**config.mk**
```make
export PLATFORM = sky130hd
export DESIGN_NAME = clq_ctrl
export DESIGN_NICKNAME = d
export VERILOG_FILES = /design/src/hw/rtl/clq_pkg.sv /design/src/hw/rtl/clq_ctrl.sv
export SDC_FILE = /design/constraint.sdc
export NUM_CORES = 1
export LEC_CHECK = 0
export ABC_AREA = 1
export BUFFER_PORTS_ARGS = -buffer_cell sky130_fd_sc_hd__buf_4
export CAP_MARGIN = 20
export CORE_AREA = 2 2 39 41
export CTS_CLUSTER_SIZE = 12
export DETAILED_ROUTE_END_ITERATION = 8
export DIE_AREA = 0 0 41 43
export SYNTH_ARGS = -nofsm -noshare
export SYNTH_HDL_FRONTEND = slang
export SYNTH_SLANG_ARGS = --single-unit
```
**constraint.sdc**
```tcl
create_clock -name clk -period 1.1 [get_ports clk]
set_input_delay 0.11 -clock clk [delete_from_list [all_inputs] [get_ports clk]]
set_output_delay 0.11 -clock clk [all_outputs]
set_load 0.03 [all_outputs]
```
**src/hw/rtl/clq_pkg.sv**
```systemverilog
`timescale 1ns / 1ps
// ---------------------------------------------------------------------------
// clq_pkg
// Shared constants, types and character helpers of the command line queue.
// ---------------------------------------------------------------------------
package clq_pkg;

  localparam int LINE_BYTES  = 64;
  localparam int LINE_W      = $clog2(LINE_BYTES);
  localparam int QUEUE_SLOTS = 8;
  localparam int SLOT_W      = $clog2(QUEUE_SLOTS);
  localparam int ADDR_W      = SLOT_W + LINE_W;
  localparam int IDLE_W      = 17;
  localparam int TIMEOUT_W   = 16;
  localparam int SRC_W       = 2;
  localparam int CNT_W       = 32;
  localparam int WORD_MAX    = 6;
  localparam int WLEN_W      = 3;

  localparam logic [LINE_W-1:0]    MAX_LEN       = LINE_W'(LINE_BYTES - 1);
  localparam logic [IDLE_W-1:0]    IDLE_MAX      = {IDLE_W{1'b1}};
  localparam logic [TIMEOUT_W-1:0] TIMEOUT_RESET = 16'd150;

  localparam logic [1:0] CMD_BYTE = 2'd0;
  localparam logic [1:0] CMD_TICK = 2'd1;
  localparam logic [1:0] CMD_POP  = 2'd2;

  localparam logic CFG_TIMEOUT = 1'b0;
  localparam logic CFG_SOURCE  = 1'b1;

  localparam logic [7:0] CHAR_CR   = 8'h0d;
  localparam logic [7:0] CHAR_LF   = 8'h0a;
  localparam logic [7:0] CHAR_SP   = 8'h20;
  localparam logic [7:0] CHAR_TAB  = 8'h09;
  localparam logic [7:0] CHAR_ZERO = 8'h30;

  typedef struct packed {
    logic byte_en;
    logic tick_en;
    logic pop_start;
    logic advance;
  } dp_cmd_t;

  typedef struct packed {
    logic pop_short;
    logic last;
  } dp_stat_t;

  function automatic logic [7:0] to_lower(input logic [7:0] c);
    logic [7:0] r;
    r = c;
    if (c >= 8'h41 && c <= 8'h5a) begin
      r = c + 8'h20;
    end
    return r;
  endfunction

  function automatic logic is_blank(input logic [7:0] c);
    return (c == CHAR_SP) || (c == CHAR_TAB);
  endfunction

  function automatic logic word_match(input logic [8*WORD_MAX-1:0] w,
                                      input logic [WLEN_W-1:0] n);
    return (n == 3'd4 && w[31:0] == "stop")  ||
           (n == 3'd1 && w[7:0]  == "s")     ||
           (n == 3'd5 && w[39:0] == "estop") ||
           (n == 3'd4 && w[31:0] == "safe")  ||
           (n == 3'd6 && w[47:0] == "alloff") ||
           (n == 3'd1 && w[7:0]  == "x")     ||
           (n == 3'd5 && w[39:0] == "brake");
  endfunction

  function automatic logic rp_match(input logic [8*WORD_MAX-1:0] w,
                                    input logic [WLEN_W-1:0] n);
    return (n == 3'd3) && (w[23:0] == "rpm" || w[23:0] == "pwm");
  endfunction

endpackage

```
**src/hw/rtl/clq_ctrl.sv**
```systemverilog
`timescale 1ns / 1ps
// ---------------------------------------------------------------------------
// clq_ctrl
// Controller: decodes input transactions and sequences pop output.
// ---------------------------------------------------------------------------
module clq_ctrl import clq_pkg::*; (
  input  logic     clk,
  input  logic     rst,
  input  logic     s_tvalid,
  output logic     s_tready,
  input  logic [1:0] s_tuser,
  output logic     m_tvalid,
  input  logic     m_tready,
  output dp_cmd_t  cmd,
  input  dp_stat_t stat
);

  typedef enum logic [2:0] {
    ST_IDLE = 3'b001,
    ST_READ = 3'b010,
    ST_EMIT = 3'b100
  } state_t;

  state_t state, state_next;
  logic   take;

  assign s_tready = (state == ST_IDLE);
  assign m_tvalid = (state == ST_EMIT);
  assign take     = s_tvalid && s_tready;

  always_comb begin
    cmd.byte_en   = take && (s_tuser == CMD_BYTE);
    cmd.tick_en   = take && (s_tuser == CMD_TICK);
    cmd.pop_start = take && (s_tuser == CMD_POP);
    cmd.advance   = (state == ST_EMIT) && m_tready && !stat.last;
  end

  always_comb begin
    state_next = state;
    unique case (state)
      ST_IDLE: begin
        if (cmd.pop_start) begin
          state_next = stat.pop_short ? ST_EMIT : ST_READ;
        end
      end
      ST_READ: state_next = ST_EMIT;
      ST_EMIT: begin
        if (m_tready) begin
          state_next = stat.last ? ST_IDLE : ST_READ;
        end
      end
      default: state_next = ST_IDLE;
    endcase
  end

  always_ff @(posedge clk) begin
    if (rst) begin
      state <= ST_IDLE;
    end else begin
      state <= state_next;
    end
  end

endmodule

```
==> impl_metrics.py <==
metrics = {
    "route": {
        "drc": 0,
        "totalWireLength_um": 641,
        "dr_vias": 302,
        "routed_length_per_placed_instance_um": 8.218,
        "routed_via_density": 3.872,
        "ant_nets": 0,
        "drt_pre_antenna_iters": 2,
        "drt_iter0_drc": 1,
    },
    "sta": {
        "highest_clock_frequency_the_design_can_meet_mhz": 796.5,
        "hold_viol_final": 0,
        "layout_setup_ws_ps": -155.5,
        "clock-skew-final_ps": 3.005,
        "grt_setup_unrepaired": "true",
        "relSlewSlack_pct": 86.95,
        "final.min_clock_period_ps": 1256,
        "worst_pin_slew_ps": 195.7,
        "post-route-period-util_pct": 114.1,
        "final_max_slew_viol_count": 0,
        "setup-violations-final": 6,
    },
    "clock_network": {
        "cts_root_buf": "clkbuf_4",
        "clock_tree_from_tritoncts": "done",
        "clock_tree.htree_level_count": 1,
        "postCtsHoldBufs": 0,
        "clk-insertion-delay-late_ps": 230,
        "numCtsBuffers": 3,
        "cts_max_path_buffers": 2,
        "clock-sinks": 3,
        "clkTransAtPathRegs_ps": 40,
    },
    "placement": {
        "dp_worst_setup_slack_ps": -12.27,
        "count_of_buffers_inserted_at_the_top_level_ports": 13,
        "dpl.cell_count": 73,
        "placed_cell_area_um2": 445.4,
        "place.gp.congestion": 0.7260,
        "place.detailed.hpwl_um": 571.2,
    },
    "critical_path": {
        "setup.worst_path.start_class": "flop",
        "cp.arrival_ps": 1150,
        "cp_data_required_time_ps": 990,
        "worst_path_fanout_max": 3,
        "cp_endpoint_kind": "primary output",
        "critical_path.slowest_cell": "dfxtp_2",
        "cp-startpoint": "state[1]$_SDFFE_PP0P_",
        "critical_path.reg2reg.startpoint": "state[2]$_SDFFE_PP0P_",
        "timing.critical_path.slowest_cell_delay_ps": 320,
        "path_cells": "inv_2 -> nand2_2 -> nor2_4 -> nand2_4 -> nor3_4 -> buf_6",
        "worst-setup-path-type": "reg -> out",
    },
    "synthesis": {
        "avgSynthCellArea_um2": 5.974,
        "post_synth_instance_area_um2": 239.0,
        "yosys-top-cells-count": "10 x inv_1, 10 x nand2_1, 5 x nand3_1, 3 x dfxtp_1, 3 x nor2_1",
        "synth-edff-count": 0,
        "synth_warnings": 0,
        "synth.ff_latch_count": 3,
        "yosysUniqueCellTypes": 13,
        "synth-async-reset-ratio_pct": 0,
        "synth-seq-area-share_pct": 25.13,
        "post_syn_nets": 48,
        "post_synth_inst_count": 40,
        "yosys.area.top_type": "dfxtp_1",
        "primary_flip_flop_cell_chosen_by_synthesis_mapping": "dfxtp_1",
        "synthTopCellsByArea": "dfxtp_1 25%, inv_1 16%, nand2_1 16%",
        "synthDominantCellAreaShare_pct": 25.13,
    },
    "final_layout": {
        "area_delta_synth_final_pct": 117.3,
        "layout.core_utilization_pct": 37.52,
        "largest_register_ff_count": 3,
        "number_of_nets_in_the_finished_design": 71,
        "layout.cell_area.non_filler_um2": 519.2,
        "layout.cells.non_filler": 78,
        "largest-register": "state",
        "num_antenna_cells": 0,
        "largest_registers": "state (3)",
        "drive_above_1_share_pct": 64.52,
    },
    "hold_path": {
        "min_from": "rst",
        "hp-class": "in -> reg",
    },
    "power": {
        "power_per_cell_area_mw_per_mm2": 2632,
        "max-vdd-ir-drop_mv": 1.388,
        "power.static_leakage_nw": 0.2713,
    },
    "grt": {
        "grt.overflow.total": 0,
        "antenna_found_initial": 0,
        "grt_pass1_wl_mm": 1.145,
        "largest_net_degree_at_the_start_of_global_routing": 5,
        "grt_use_total_pct": 9.950,
        "grt_pass1_vias": 327,
    },
    "floorplan": {
        "start_util_pct": 17.27,
        "placeableCoreArea_mm2": 0.001384,
        "dieWidth_um": 41,
        "die_height_um": 43,
        "num_io_pins": 14,
        "std_cell_rows": 14,
        "floorplan.die_area_mm2": 0.001763,
    },
    "run": {
        "maxCapViolations": 0,
    },
    "outcome": {
        "status": "complete, but fails checks",
        "violations": "setup timing",
    },
}
-- worst paths after layout --
kind | cells past startpoint | slack, ps | end
worst max-delay path | 6 | -160 | cmd[2]
worst min-delay path | 2 | 40 | state[1]$_SDFFE_PP0P_
worst max register to register | 7 | 10 | state[1]$_SDFFE_PP0P_
worst min register to register | 4 | 620 | state[0]$_SDFFE_PP1P_
-- where the power goes --
part	internal [W]	total [W]	leakage, nW	switching (W)
clock	0.000136	0.000191	0.0150	0.0000552
combinational	0.000415	0.000931	0.231	0.000516
sequential	0.000185	0.000244	0.0258	0.0000597
total	0.000736	0.00137	0.271	0.000631
-- routing by layer --
layer  global-route usage [%]  vias to the layer above  share of wire [%]
met5                        0                        -                  0
met2                    15.63                        8                 62
met4                    10.00                        0                  0
li1                         -                      163                  -
met3                    1.571                        0                5.9
met1                    10.00                      131                 32
-- kinds of logic (layout without fill, tap and decap cells) --
group | count (synthesis) | in the layout | synth area share, %
flip-flops | 3 | 3 | 25.13
AO/OA/AOI/OAI | 2 | 2 | 5.758
AND/OR/NAND/NOR | 24 | 24 | 51.84
buffers and inverters | 11 | 33 | 17.28
-- layout make-up --
class / instances / area (µm²)
clock buffer: 4 / 26.28
fill: 153 / 864.6
inverter: 11 / 41.29
multi-input combinational: 26 / 197.7
sequential: 3 / 68.82
tap: 16 / 20.02
timing repair buffer: 18 / 165.2
-- repair_timing --
| item | in CTS | in global routing |
|---|---|---|
| buffers inserted | 1 | 0 |
| endpoints found under the setup margin | 7 | 9 |
| gates resized for setup | 9 | 2 |
| pin swaps | 7 | 2 |
-- critical path: cells and delay by family (launching register included) --
kind                   cells  cell delay (ps)
flip-flops                 1              320
AND/OR/NAND/NOR            4              390
buffers and inverters      2              200
-- cells in the final DEF (no fill, tap or decap) --
cell	n
a21oi_1	1
buf_4	10
buf_6	8
clkbuf_1	1
clkbuf_4	3
dfxtp_2	1
dfxtp_4	2
inv_1	9
inv_2	2
nand2_1	7
nand2_2	3
nand2_4	1
nand3_1	3
nand3_2	2
nor2_1	1
nor2_2	1
nor2_4	3
nor3_4	3
o21ai_2	1
-- metrics by stage --
step | total power [W] | hold WS, ps | setup TNS (ps)
finish | 0.001367 | 38.57 | -690.7
global route | 0.001478 | 48.54 | -1258
CTS | 0.001378 | 31.08 | -904.5
detailed placement | 0.001112 | 278.9 | -16.25
global placement | 0.001105 | 278.3 | 0
floorplan | 0.0008325 | 174.9 | -853.5
No activity file was read; power rests on OpenSTA's default activity.
